**src/rtl/core/ple_pkg.sv**
```systemverilog
`timescale 1ns / 1ps
// ----------------------------------------------------------------------------
// Positional list engine package
// Shared widths, command and status codes, and the control bundle that the
// top level broadcasts to every cell of the list.
// ----------------------------------------------------------------------------
package ple_pkg;

  localparam int CAPACITY_DEF = 16;
  localparam int CAPACITY_MAX = 64;

  localparam int DATA_W    = 32;
  localparam int CMD_W     = 3;
  localparam int POS_W     = 8;
  localparam int STATUS_W  = 3;
  localparam int CNT_OUT_W = 5;

  // Wide enough for any index or count up to the largest supported capacity.
  localparam int LIDX_W = $clog2(CAPACITY_MAX + 1);

  localparam logic [CMD_W-1:0] CMD_PUSH_FRONT   = 3'd0;
  localparam logic [CMD_W-1:0] CMD_PUSH_BACK    = 3'd1;
  localparam logic [CMD_W-1:0] CMD_INSERT_AFTER = 3'd2;
  localparam logic [CMD_W-1:0] CMD_POP_FRONT    = 3'd3;
  localparam logic [CMD_W-1:0] CMD_POP_BACK     = 3'd4;
  localparam logic [CMD_W-1:0] CMD_DELETE_AT    = 3'd5;
  localparam logic [CMD_W-1:0] CMD_SEARCH       = 3'd6;
  localparam logic [CMD_W-1:0] CMD_READ_OUT     = 3'd7;

  localparam logic [STATUS_W-1:0] ST_OK       = 3'd0;
  localparam logic [STATUS_W-1:0] ST_FULL     = 3'd1;
  localparam logic [STATUS_W-1:0] ST_EMPTY    = 3'd2;
  localparam logic [STATUS_W-1:0] ST_BADPOS   = 3'd3;
  localparam logic [STATUS_W-1:0] ST_NOTFOUND = 3'd4;

  // Cell operations.
  localparam int OP_W = 2;
  localparam logic [OP_W-1:0] OP_HOLD   = 2'd0;
  localparam logic [OP_W-1:0] OP_INSERT = 2'd1;
  localparam logic [OP_W-1:0] OP_REMOVE = 2'd2;
  localparam logic [OP_W-1:0] OP_ROTATE = 2'd3;

  typedef struct packed {
    logic [OP_W-1:0]   op;
    logic [LIDX_W-1:0] idx;
    logic [LIDX_W-1:0] occ;
    logic [DATA_W-1:0] load_data;
    logic [DATA_W-1:0] key;
    logic              capture;
  } cell_ctrl_t;

endpackage

```
**src/rtl/core/positional_list_engine_core.sv**
```systemverilog
`timescale 1ns / 1ps
// ----------------------------------------------------------------------------
// Positional list engine
// Bounded ordered list of signed 32-bit values held in a row of cells.
// ----------------------------------------------------------------------------
// Usage:
//   One command item enters on the input channel (in_valid / in_stall) with
//   its command, value and position. Results leave on the output channel
//   (out_valid / out_stall), one item per result; the final result of every
//   command carries last = 1.
//   Every command except a non-empty read out has an accept step, in which
//   each cell compares its element against the value, and an execute step,
//   in which all cells shift or load at once and the result is written to
//   the output register. A non-empty read out emits its elements one at a
//   time: the head cell is emitted and the occupied cells rotate by one
//   place, so once all N elements are out the list is back in order.
//   The input side is stalled from the accept until the command's last
//   result has been written to the output register.
//   When the receiver stalls, the output register holds its item and the
//   engine waits with its edit; nothing is lost or repeated.
//   Reset empties the list and clears both channels' control state. The
//   element storage itself is not cleared; only occupied cells are read.
// ----------------------------------------------------------------------------
module positional_list_engine_core #(
  parameter int CAPACITY = ple_pkg::CAPACITY_DEF
) (
  input  logic                                clk,
  input  logic                                rst,
  input  logic                                in_valid,
  output logic                                in_stall,
  input  logic [ple_pkg::CMD_W-1:0]           command,
  input  logic signed [ple_pkg::DATA_W-1:0]   value,
  input  logic [ple_pkg::POS_W-1:0]           position,
  output logic                                out_valid,
  input  logic                                out_stall,
  output logic [ple_pkg::STATUS_W-1:0]        status,
  output logic signed [ple_pkg::DATA_W-1:0]   item_value,
  output logic [ple_pkg::CNT_OUT_W-1:0]       found_at,
  output logic [ple_pkg::CNT_OUT_W-1:0]       entries,
  output logic                                last
);
  import ple_pkg::*;

  localparam int CW = $clog2(CAPACITY + 1);

  localparam logic [1:0] S_IDLE = 2'd0;
  localparam logic [1:0] S_RUN  = 2'd1;
  localparam logic [1:0] S_READ = 2'd2;

  logic [1:0]        state;
  logic [CW-1:0]     occ;
  logic [CW-1:0]     rd_cnt;
  logic [CMD_W-1:0]  cmd_r;
  logic [DATA_W-1:0] val_r;
  logic [POS_W-1:0]  pos_r;

  logic accept;
  logic out_free;

  logic [DATA_W-1:0] cell_data [CAPACITY];
  logic [DATA_W-1:0] left_in   [CAPACITY];
  logic [DATA_W-1:0] right_in  [CAPACITY];
  logic [CAPACITY-1:0] hits;
  cell_ctrl_t cell_ctrl;

  // Execute-cycle decode.
  logic [STATUS_W-1:0]  r_status;
  logic [CNT_OUT_W-1:0] r_found;
  logic [OP_W-1:0]      r_op;
  logic [CW-1:0]        r_idx;
  logic [CW-1:0]        occ_next;
  logic                 r_to_read;
  logic                 hit_any;
  logic [CW-1:0]        hit_first;
  logic                 is_full;
  logic                 is_empty;
  logic                 pos_bad;

  assign in_stall = (state != S_IDLE);
  assign accept   = in_valid && !in_stall;
  assign out_free = !out_valid || !out_stall;

  // The row of cells. Each cell sees its two neighbors; the ends see a
  // constant on the left and their own element on the right.
  for (genvar g = 0; g < CAPACITY; g++) begin : g_cell
    if (g == 0) begin : g_left_end
      assign left_in[g] = '0;
    end else begin : g_left
      assign left_in[g] = cell_data[g-1];
    end
    if (g == CAPACITY - 1) begin : g_right_end
      assign right_in[g] = cell_data[g];
    end else begin : g_right
      assign right_in[g] = cell_data[g+1];
    end

    ple_cell #(
      .INDEX(g)
    ) u_cell (
      .clk        (clk),
      .ctrl       (cell_ctrl),
      .left_data  (left_in[g]),
      .right_data (right_in[g]),
      .data       (cell_data[g]),
      .hit        (hits[g])
    );
  end

  // First matching cell, from the compares captured at the accept edge.
  always_comb begin
    hit_any   = 1'b0;
    hit_first = '0;
    for (int i = CAPACITY - 1; i >= 0; i--) begin
      if (hits[i]) begin
        hit_any   = 1'b1;
        hit_first = CW'(i);
      end
    end
  end

  assign is_full  = (occ == CW'(CAPACITY));
  assign is_empty = (occ == '0);
  assign pos_bad  = ({1'b0, pos_r} >= (POS_W + 1)'(occ));

  always_comb begin
    r_status  = ST_OK;
    r_found   = '0;
    r_op      = OP_HOLD;
    r_idx     = '0;
    occ_next  = occ;
    r_to_read = 1'b0;
    unique case (cmd_r) inside
      CMD_PUSH_FRONT, CMD_PUSH_BACK, CMD_INSERT_AFTER: begin
        if (is_full) begin
          r_status = ST_FULL;
        end else if (cmd_r == CMD_PUSH_FRONT) begin
          r_op     = OP_INSERT;
          r_idx    = '0;
          occ_next = occ + 1'b1;
        end else if (cmd_r == CMD_PUSH_BACK) begin
          r_op     = OP_INSERT;
          r_idx    = occ;
          occ_next = occ + 1'b1;
        end else if (is_empty) begin
          r_status = ST_EMPTY;
        end else if (pos_bad) begin
          r_status = ST_BADPOS;
        end else begin
          r_op     = OP_INSERT;
          r_idx    = CW'(pos_r) + 1'b1;
          occ_next = occ + 1'b1;
        end
      end
      CMD_POP_FRONT, CMD_POP_BACK, CMD_DELETE_AT: begin
        if (is_empty) begin
          r_status = ST_EMPTY;
        end else if (cmd_r == CMD_POP_FRONT) begin
          r_op     = OP_REMOVE;
          r_idx    = '0;
          occ_next = occ - 1'b1;
        end else if (cmd_r == CMD_POP_BACK) begin
          r_op     = OP_REMOVE;
          r_idx    = occ - 1'b1;
          occ_next = occ - 1'b1;
        end else if (pos_bad) begin
          r_status = ST_BADPOS;
        end else begin
          r_op     = OP_REMOVE;
          r_idx    = CW'(pos_r);
          occ_next = occ - 1'b1;
        end
      end
      CMD_SEARCH: begin
        if (is_empty) begin
          r_status = ST_EMPTY;
        end else if (hit_any) begin
          r_found = CNT_OUT_W'(hit_first + 1'b1);
        end else begin
          r_status = ST_NOTFOUND;
        end
      end
      CMD_READ_OUT: begin
        if (is_empty) begin
          r_status = ST_EMPTY;
        end else begin
          r_to_read = 1'b1;
        end
      end
      default: begin
        r_status = ST_OK;
      end
    endcase
  end

  // Broadcast to the cells. The search key follows the input port so the
  // compares are captured on the accept edge itself.
  always_comb begin
    cell_ctrl.op        = OP_HOLD;
    cell_ctrl.idx       = '0;
    cell_ctrl.occ       = LIDX_W'(occ);
    cell_ctrl.load_data = val_r;
    cell_ctrl.key       = value;
    cell_ctrl.capture   = accept;
    if (state == S_RUN && out_free) begin
      cell_ctrl.op  = r_op;
      cell_ctrl.idx = LIDX_W'(r_idx);
    end else if (state == S_READ && out_free) begin
      cell_ctrl.op        = OP_ROTATE;
      cell_ctrl.idx       = LIDX_W'(occ - 1'b1);
      cell_ctrl.load_data = cell_data[0];
    end
  end

  // Command sequencer.
  always_ff @(posedge clk) begin
    if (rst) begin
      state  <= S_IDLE;
      occ    <= '0;
      rd_cnt <= '0;
    end else begin
      unique case (state)
        S_IDLE: begin
          if (accept) begin
            state <= S_RUN;
          end
        end
        S_RUN: begin
          if (out_free) begin
            occ    <= occ_next;
            rd_cnt <= '0;
            state  <= r_to_read ? S_READ : S_IDLE;
          end
        end
        S_READ: begin
          if (out_free) begin
            rd_cnt <= rd_cnt + 1'b1;
            if (rd_cnt == occ - 1'b1) begin
              state <= S_IDLE;
            end
          end
        end
        default: begin
          state <= S_IDLE;
        end
      endcase
    end
  end

  always_ff @(posedge clk) begin
    if (accept) begin
      cmd_r <= command;
      val_r <= value;
      pos_r <= position;
    end
  end

  // Output register.
  always_ff @(posedge clk) begin
    if (rst) begin
      out_valid <= 1'b0;
    end else if (out_free) begin
      out_valid <= (state == S_RUN && !r_to_read) || (state == S_READ);
    end
  end

  always_ff @(posedge clk) begin
    if (out_free) begin
      if (state == S_RUN) begin
        status     <= r_status;
        item_value <= '0;
        found_at   <= r_found;
        entries    <= CNT_OUT_W'(occ_next);
        last       <= 1'b1;
      end else if (state == S_READ) begin
        status     <= ST_OK;
        item_value <= cell_data[0];
        found_at   <= '0;
        entries    <= CNT_OUT_W'(occ);
        last       <= (rd_cnt == occ - 1'b1);
      end
    end
  end

  // Occupancy never passes the capacity.
  a_occ_bound : assert property (@(posedge clk) disable iff (rst)
    occ <= CW'(CAPACITY))
    else $error("occupancy above capacity");

  // Each command adds or removes at most one element.
  a_occ_step : assert property (@(posedge clk) disable iff (rst)
    (occ == $past(occ)) || (occ == $past(occ) + 1'b1) || (occ + 1'b1 == $past(occ)))
    else $error("occupancy jumped by more than one");

  // A full report only comes from a list that is full.
  a_full_status : assert property (@(posedge clk) disable iff (rst)
    (out_valid && status == ST_FULL) |-> (occ == CW'(CAPACITY)))
    else $error("full reported on a list with room");

  // A search position is only reported together with a success status.
  a_found_ok : assert property (@(posedge clk) disable iff (rst)
    (out_valid && found_at != '0) |-> (status == ST_OK && last))
    else $error("match position on a failed result");

endmodule

```
**src/rtl/core/ple_cell.sv**
```systemverilog
`timescale 1ns / 1ps
// ----------------------------------------------------------------------------
// Positional list engine cell
// Holds one list element, shifts toward either neighbor on edits and
// captures a compare against the search key.
// ----------------------------------------------------------------------------
module ple_cell #(
  parameter int INDEX = 0
) (
  input  logic                        clk,
  input  ple_pkg::cell_ctrl_t         ctrl,
  input  logic [ple_pkg::DATA_W-1:0]  left_data,
  input  logic [ple_pkg::DATA_W-1:0]  right_data,
  output logic [ple_pkg::DATA_W-1:0]  data,
  output logic                        hit
);
  import ple_pkg::*;

  logic [LIDX_W-1:0] my_idx;
  logic [DATA_W-1:0] data_next;

  assign my_idx = LIDX_W'(INDEX);

  always_comb begin
    data_next = data;
    unique case (ctrl.op)
      OP_HOLD: begin
        data_next = data;
      end
      OP_INSERT: begin
        if (my_idx > ctrl.idx) begin
          data_next = left_data;
        end else if (my_idx == ctrl.idx) begin
          data_next = ctrl.load_data;
        end
      end
      OP_REMOVE: begin
        if (my_idx >= ctrl.idx) begin
          data_next = right_data;
        end
      end
      OP_ROTATE: begin
        // Occupied region moves one place toward the head; the old head
        // wraps around into the last occupied cell.
        if (my_idx < ctrl.idx) begin
          data_next = right_data;
        end else if (my_idx == ctrl.idx) begin
          data_next = ctrl.load_data;
        end
      end
      default: begin
        data_next = data;
      end
    endcase
  end

  always_ff @(posedge clk) begin
    data <= data_next;
    if (ctrl.capture) begin
      hit <= (data == ctrl.key) && (my_idx < ctrl.occ);
    end
  end

endmodule
```
**config.mk**
```make
export PLATFORM = sky130hd
export DESIGN_NAME = positional_list_engine_core
export DESIGN_NICKNAME = d
export VERILOG_FILES = /design/src/rtl/core/ple_pkg.sv /design/src/rtl/core/positional_list_engine_core.sv /design/src/rtl/core/ple_cell.sv
export SDC_FILE = /design/constraint.sdc
export NUM_CORES = 2
export LEC_CHECK = 0
export BUFFER_PORTS_ARGS = -buffer_cell sky130_fd_sc_hd__buf_4
export CORE_ASPECT_RATIO = 1.2
export CORE_MARGIN = 1.5
export CORE_UTILIZATION = 46
export CTS_CLUSTER_DIAMETER = 30
export DETAILED_ROUTE_END_ITERATION = 8
export HOLD_SLACK_MARGIN = 0.15
export SLEW_MARGIN = 20
export SYNTH_ARGS = -nofsm -noshare
export SYNTH_HDL_FRONTEND = slang
export SYNTH_SLANG_ARGS = --single-unit
```
**constraint.sdc**
```tcl
create_clock -name clk -period 6.7 [get_ports clk]
set_input_delay 0.67 -clock clk [delete_from_list [all_inputs] [get_ports clk]]
set_output_delay 0.67 -clock clk [all_outputs]
set_load 0.1 [all_outputs]
```
=== Word level (Yosys, flattened, before mapping) ===
Index checks and enable logic that the tools add are counted.

* Output and inout bits: 48
* Flip-flop bits (word level): 630

* Bitwise logic cells: 2
* Mux-type cells: 179
* $lt $le $gt $ge: 64
* $add $sub $neg: 6
* Reductions and logical operators: 56
* Eq/ne operators: 65

{| class="wikitable"
|+ Operators by type and width
! cell !! number
|-
| 2-to-1 mux 32 bit || 66
|-
| one-hot mux 32 bit (3 select lines) || 15
|-
| equality test 32 bit || 16
|-
| 2-to-1 mux 5 bit || 42
|-
| one-hot mux 32 bit (2 select lines) || 1
|-
| equality test 4 x 7 -> 1 bit (first input constant) || 8
|-
| greater-than comparator 4 x 7 -> 1 bit (first input constant) || 8
|-
| less-than comparator 4 x 7 -> 1 bit (first input constant) || 8
|-
| >= comparator 4 x 7 -> 1 bit (first input constant) || 7
|-
| less-than comparator 4 x 5 -> 1 bit (first input constant) || 8
|-
| AND reduction 2 bit || 18
|-
| inequality test 2 x 1 -> 1 bit (second input constant) || 16
|-
| 2-to-1 mux 2 bit || 15
|-
| 2-to-1 mux 3 bit || 10
|-
| one-hot mux 5 bit (2 select lines) || 3
|-
| equality test 3 x 7 -> 1 bit (first input constant) || 4
|-
| >= comparator 3 x 7 -> 1 bit (first input constant) || 4
|-
| greater-than comparator 3 x 7 -> 1 bit (first input constant) || 4
|-
| less-than comparator 3 x 7 -> 1 bit (first input constant) || 4
|-
| 2-to-1 mux 1 bit || 21
|-
| adder 5 x 1 -> 5 bit (second input constant) || 4
|-
| logical AND 1 bit || 20
|-
| less-than comparator 3 x 5 -> 1 bit (first input constant) || 4
|-
| 2-to-1 mux 9 bit || 2
|-
| other kinds (37) || 64
|}

=== Logic depth before layout (Yosys ltp) ===
* Depth in word-level cells: 21
* Depth in mapped cells: 16
* Mapped depth without buffers: 12

=== Hierarchy ===
A second synthesis with hierarchy kept.

* Cells, all modules: 4,015
* Area total of the unflattened synthesis: 44,333.8 sq um

{| class="wikitable"
|+ Modules (own cells, without submodules)
! module !! sequential area each (sq um) !! instances !! area an instance (sq um) !! cells an instance
|-
| positional_list_engine_core || 2,932.8 || 1 || 5,178.7 || 440
|-
| ple_cell (g_cell[14].u_cell ...) || 991.0 || 2 || 2,386.0 || 197
|-
| ple_cell (g_cell[15].u_cell) || 991.0 || 1 || 3,039.2 || 280
|-
| ple_cell (g_cell[8].u_cell) || 991.0 || 1 || 2,859.0 || 323
|-
| ple_cell (g_cell[7].u_cell) || 991.0 || 1 || 2,825.2 || 312
|-
| ple_cell (g_cell[0].u_cell) || 991.0 || 1 || 2,593.7 || 203
|-
| ple_cell (g_cell[6].u_cell) || 991.0 || 1 || 2,580.0 || 230
|-
| ple_cell (g_cell[10].u_cell) || 991.0 || 1 || 2,384.8 || 231
|-
| ple_cell (g_cell[11].u_cell) || 991.0 || 1 || 2,369.8 || 193
|-
| ple_cell (g_cell[4].u_cell) || 991.0 || 1 || 2,333.5 || 229
|-
| ple_cell (g_cell[13].u_cell) || 991.0 || 1 || 2,252.2 || 197
|-
| ple_cell (g_cell[12].u_cell) || 991.0 || 1 || 2,247.2 || 197
|-
| ple_cell (g_cell[9].u_cell) || 991.0 || 1 || 2,237.1 || 197
|-
| ple_cell (g_cell[2].u_cell) || 991.0 || 1 || 2,233.4 || 197
|-
| 2 more rows || n/a || n/a || n/a || n/a
|}

=== Least setup slack after synthesis ===
Ideal clock, no wire load.

* Path kind: register to register
* Start point: reg occ[1]
* End point: reg g_cell[0].u_cell.data[0] (netlist bit), enable pin
* Stages on the path, launching flop included: 12
* Setup slack: 1,250 ps
* Library setup time: 466 ps
* Data arrival time: 4,985 ps
* Required time: 6,234 ps
* Path through: dfxtp_1 > clkbuf_1 > inv_1 > ha_1 > a31oi_1 > nor2b_1 > o21ai_0 > nand3_1 > a21oi_1 > clkbuf_1 > nand2_1 > o21ai_0

* Cells in the longest elaborated chain, start to end: 11
* Elaborated cells between the ends (all ways): 33
* Those cells by class: add/sub: 2; order compare: 2; eq/ne: 3; mux: 22; bitwise: 1; reduce/logical: 3

{| class="wikitable"
|+ RTL lines
! what !! RTL line !! source
|-
| start, declared || positional_list_engine_core.sv:51 || <nowiki>logic [CW-1:0] occ;</nowiki>
|-
| start signal, assigned || positional_list_engine_core.sv:229 || <nowiki>occ <= occ_next;</nowiki>
|-
| >= comparator 8 x 5 -> 1 bit || positional_list_engine_core.sv:123 || <nowiki>assign pos_bad = ({1'b0, pos_r} >= (POS_W + 1)'(occ));</nowiki>
|-
| 2-to-1 mux 5 bit / 2-to-1 mux 1 bit (equally long branches) || positional_list_engine_core.sv:146 || <nowiki>end else if (pos_bad) begin</nowiki>
|-
| 2-to-1 mux 5 bit / 2-to-1 mux 1 bit (equally long branches) || positional_list_engine_core.sv:144 || <nowiki>end else if (is_empty) begin</nowiki>
|-
| 2-to-1 mux 5 bit / 2-to-1 mux 2 bit (equally long branches) || positional_list_engine_core.sv:140 || <nowiki>end else if (cmd_r == CMD_PUSH_BACK) begin</nowiki>
|-
| 2-to-1 mux 5 bit / 2-to-1 mux 2 bit (equally long branches) || positional_list_engine_core.sv:136 || <nowiki>end else if (cmd_r == CMD_PUSH_FRONT) begin</nowiki>
|-
| 2-to-1 mux 5 bit / 2-to-1 mux 2 bit (equally long branches) || positional_list_engine_core.sv:134 || <nowiki>if (is_full) begin</nowiki>
|-
| one-hot mux 5 bit (2 select lines) / one-hot mux 2 bit (2 select lines) (equally long branches) || positional_list_engine_core.sv:132 || <nowiki>unique case (cmd_r) inside</nowiki>
|-
| 2-to-1 mux 9 bit (*) || positional_list_engine_core.sv:204 || <nowiki>if (state == S_RUN && out_free) begin</nowiki>
|-
| >= comparator 1 x 7 -> 1 bit, or another cell as far along || ple_cell.sv:38 || <nowiki>if (my_idx >= ctrl.idx) begin</nowiki>
|-
| inequality test 2 x 1 -> 1 bit (no line) / NOT 1 bit (equally long branches) || n/a ||
|-
| AND reduction 2 bit (no line) (*) || n/a ||
|-
| end signal, assigned || ple_cell.sv:58 || <nowiki>data <= data_next;</nowiki>
|-
| end, declared || ple_cell.sv:14 || <nowiki>output logic [ple_pkg::DATA_W-1:0] data,</nowiki>
|}

Mark *: on every way between the ends. The rest lies on a longest branch, timed or not.
A chain may end at the register's enable or synchronous reset.

=== Worst setup path in the final report ===
* Start point: reg occ[0]
* End point: reg g_cell[1].u_cell.data[31] (netlist bit) (data pin)

* Cells in the longest elaborated chain, start to end: 12
* Elaborated cells between the ends (all ways): 37
* Those cells by class: add/sub: 2; order compare: 3; eq/ne: 5; mux: 26; reduce/logical: 1

{| class="wikitable"
|+ RTL lines
! what !! RTL line !! source
|-
| >= comparator 8 x 5 -> 1 bit || positional_list_engine_core.sv:123 ||
|-
| 2-to-1 mux 5 bit || positional_list_engine_core.sv:146 ||
|-
| 2-to-1 mux 5 bit || positional_list_engine_core.sv:144 ||
|-
| 2-to-1 mux 5 bit || positional_list_engine_core.sv:140 ||
|-
| 2-to-1 mux 5 bit || positional_list_engine_core.sv:136 ||
|-
| 2-to-1 mux 5 bit || positional_list_engine_core.sv:134 ||
|-
| one-hot mux 5 bit (2 select lines) || positional_list_engine_core.sv:132 ||
|-
| 2-to-1 mux 9 bit (*) || positional_list_engine_core.sv:204 ||
|-
| branches (longest 3 deep; another with less-than comparator 1 x 7 -> 1 bit) || n/a ||
|-
| one-hot mux 32 bit (3 select lines) (*) || ple_cell.sv:26 || <nowiki>unique case (ctrl.op)</nowiki>
|-
| via g_cell[1].u_cell.data_next[31] || ple_cell.sv:20 || <nowiki>logic [DATA_W-1:0] data_next;</nowiki>
|-
| end signal, assigned || ple_cell.sv:58 ||
|-
| end, declared || ple_cell.sv:14 ||
|}

Mark *: on every way through the listed nets, which the timed path passes.

==> results.md <==
* Post-Syn Instances at 3834
* Top post-synthesis cells by area: edfxtp_1 (45%), mux2i_1 (12%), xor2_1 (6.8%), a22oi_1 (6.5%), xnor2_1 (4.4%)
* Initial antenna violation count at 4
* Slew @ Worst Pin at ~1.4 ns
* Core Box Area at 87800 µm²
* Final Critical Period at 5.36 ns
* First-pass GRT wire length at roughly 220000 µm
* Synth area leader: edfxtp_1
* DIE HEIGHT at ~330 µm
* Ys async rst share at 0
* Vias post-DR at ~33000
* CTS tree: yes
* Worst Clk Skew at between 0.03 and 0.04 ns
* Top cells by instance count after synthesis: edfxtp_1 (617), mux2i_1 (483), a22oi_1 (356), xor2_1 (315), nand2_1 (277)
* Critical Path AT at 5.84 ns
* Layout area overhead at 17.2%
* Cts-stage hold buffer count at 11
* PostCTS Resize Cnt at 0
* Total congestion overflow at 0
* Clk sink count at between 600 and 700
* Vias in the first global route at around 32000
* RSZ-0062 raised after global routing: false
* Top Ports at between 90 and 100
* Post-synth EDFFs at just over 600
* Residual DRC count at 28
* Failing checks: DRC
* Post-route clock period utilization at 0.800
* Area of the mapped netlist at approximately 41000 µm²
* Register area share after synthesis at 0.460
* CTS max path bufs at 3
* Sum Neg Setup Slack at 0 ns
* Slew Viols, Final at 0
* Average size of a mapped cell at between 10 and 15 µm²
* Initial core utilization at 0.465
* Reg clk slew, reported paths at ~0.05 ns
* Max-slew headroom at 0.0868
* Port bufs at 94
* Min Hold Slack at between 0.2 and 0.25 ns
* Max Freq at about 0.19 GHz
* Synth Flop Type: edfxtp_1
* Peak VDD IR at approximately 210 µV
* Final ANT Viol Nets at 0
* Vias/cell at between 6 and 7
* PwrDens at about 280 nW/µm²
* Layout cells sized above 1 at 0.130
* Status: finished with violations
* CP Launch Type: flip-flop
* Element type at the critical path end: flip-flop
* Gr usage total at 0.335
* Most common cell in the netlist: edfxtp_1
* Top-area cell type share of the netlist area at 0.454
* Max cap viols at 0
* WL final at between 150000 and 200000 µm
* Total Power at approximately 13 mW
* Syn nets at 3895
* CP Max Fanout at 18
* Kind of critical path: flip-flop to flip-flop
* Die span in x at around 280 µm
* Yosys Warn Count at 0
* Final setup violation count at 0
* DR pass1 iterations at 9
* Initial detailed-routing violation count at 3918
* CTS root buffer: clkbuf_16
* Average routed wire per standard cell at 29.9 µm
* Critical path cell sequence: inv_1 -> ha_1 -> or4b_4 -> nand2_2 -> o21ai_1 -> o221ai_2 -> o211ai_2 -> nor4_4 -> and2_2 -> buf_4 -> mux2i_1 -> o21ai_0
* Worst Hold Class: input port to flip-flop
* H-tree depth at 4
* Final hold vios at 0
* Leakage at 17.6 nW
* CTS buffer count at ~160
* DP HPWL at between 100000 and 150000 µm
* Post-CTS Setup Bufs at 0
* Worst stage delay on the critical path at between 0.6 and 0.7 ns
* GPL Wtd Cong at 1.01
* Post-synthesis cell type count at between 80 and 90
* FP Rows at between 100 and 150
* Seq cells post-synth at 630
* Skew-Pair Late Insertion Delay at roughly 0.76 ns
* Nets at between 3000 and 4000
* Die area at ~90000 µm²
* Worst Path Required at approximately 7 ns
* Largest net degree at the start of global routing at 65
* CP max-delay cell: nor4_4
## report_power, final
group	total, mW	switching (mW)	internal (mW)
Clock	7.30	2.46	4.84
Sequential	4.67	0.146	4.52
Combinational	1.43	1.01	0.418
Total	13.4	3.63	9.78
## final timing paths
kind / start / to / slack, ns / cells after the start
setup / recovery: occ[0]$_SDFFE_PP0P_ / g_cell[1].u_cell.data[31]$_DFFE_PP_ / 1.34 / 12
hold / removal: rst / occ[0]$_SDFFE_PP0P_ / 0.22 / 2
setup reg to reg: occ[0]$_SDFFE_PP0P_ / g_cell[1].u_cell.data[31]$_DFFE_PP_ / 1.34 / 12
hold reg to reg: state[1]$_SDFFE_PP0P_ / state[1]$_SDFFE_PP0P_ / 0.52 / 2
## cell usage in the layout (no fill, tap or decap), drive strengths merged, types with 97 or more instances in the layout
cell / count
mux2i: 483
nor4: 97
nand2: 280
buf: 179
xnor2: 206
a22oi: 356
clkbuf: 191
xor2: 315
o21ai: 454
edfxtp: 617
## through the flow
step	cell area, µm²	cells	util	worst slack [ns]
4_1_cts	47700	5119	0.543	1.40
2_1_floorplan	40900	3834	-	1.25
6_report	47900	5129	0.545	1.34
3_3_place_gp	42500	4820	0.484	1.56
5_1_grt	47900	5127	0.545	1.07
3_5_place_dp	42500	4820	0.484	1.39
## critical path: cells and delay by family (launching register included)
family | cells | cell delay, ns
AOI/OAI and AO/OA | 4 | 1.28
buffers and inverters | 2 | 0.74
adders and majority gates | 1 | 0.30
muxes | 1 | 0.23
DFF | 1 | 0.52
and+or+nand+nor | 4 | 1.98
## cell type report
cell class                      instances  area (µm²)
Fill cell                            7788       40000
Antenna cell                            5        12.5
Clock buffer                          191        4100
Multi-Input combinational cell       2779       20600
Tap cell                             1149        1440
Sequential cell                       630       18800
Inverter                               88         330
Clock inverter                         97        1010
Timing Repair Buffer                  190        1550
## routing by layer
layer  global-route usage  wire, µm  part of all wire  vias up
met5                    0         0                 0        -
met4                0.255     12700             0.083        0
met3               0.0473     10400             0.068      421
li1                     -         -                 -    14600
met1                0.422     59900              0.39    16600
met2                0.522     70500              0.46     1700
## kinds of logic (layout without fill, tap and decap cells)
logic type	Yosys count	in the layout	synth area share
AOI/OAI and AO/OA	1079	1079	0.175
xor gates and xnor gates	521	521	0.112
adders and majority gates	14	14	0.00429
buffers and inverters	425	566	0.0458
DFF	630	630	0.460
muxes	484	484	0.119
other	0	5	0
and+or+nand+nor	681	681	0.0842
## state kept, by name (all words and copies together), names as in the netlist, 2 cells and up
signal / cells
item_value: 32
found_at: 5
g_cell.u_cell.data: 512
rd_cnt: 5
pos_r: 8
status: 3
val_r: 32
entries: 5
state: 2
g_cell.u_cell.hit: 16
occ: 5
cmd_r: 3
Power figures use the tool's default switching activity.
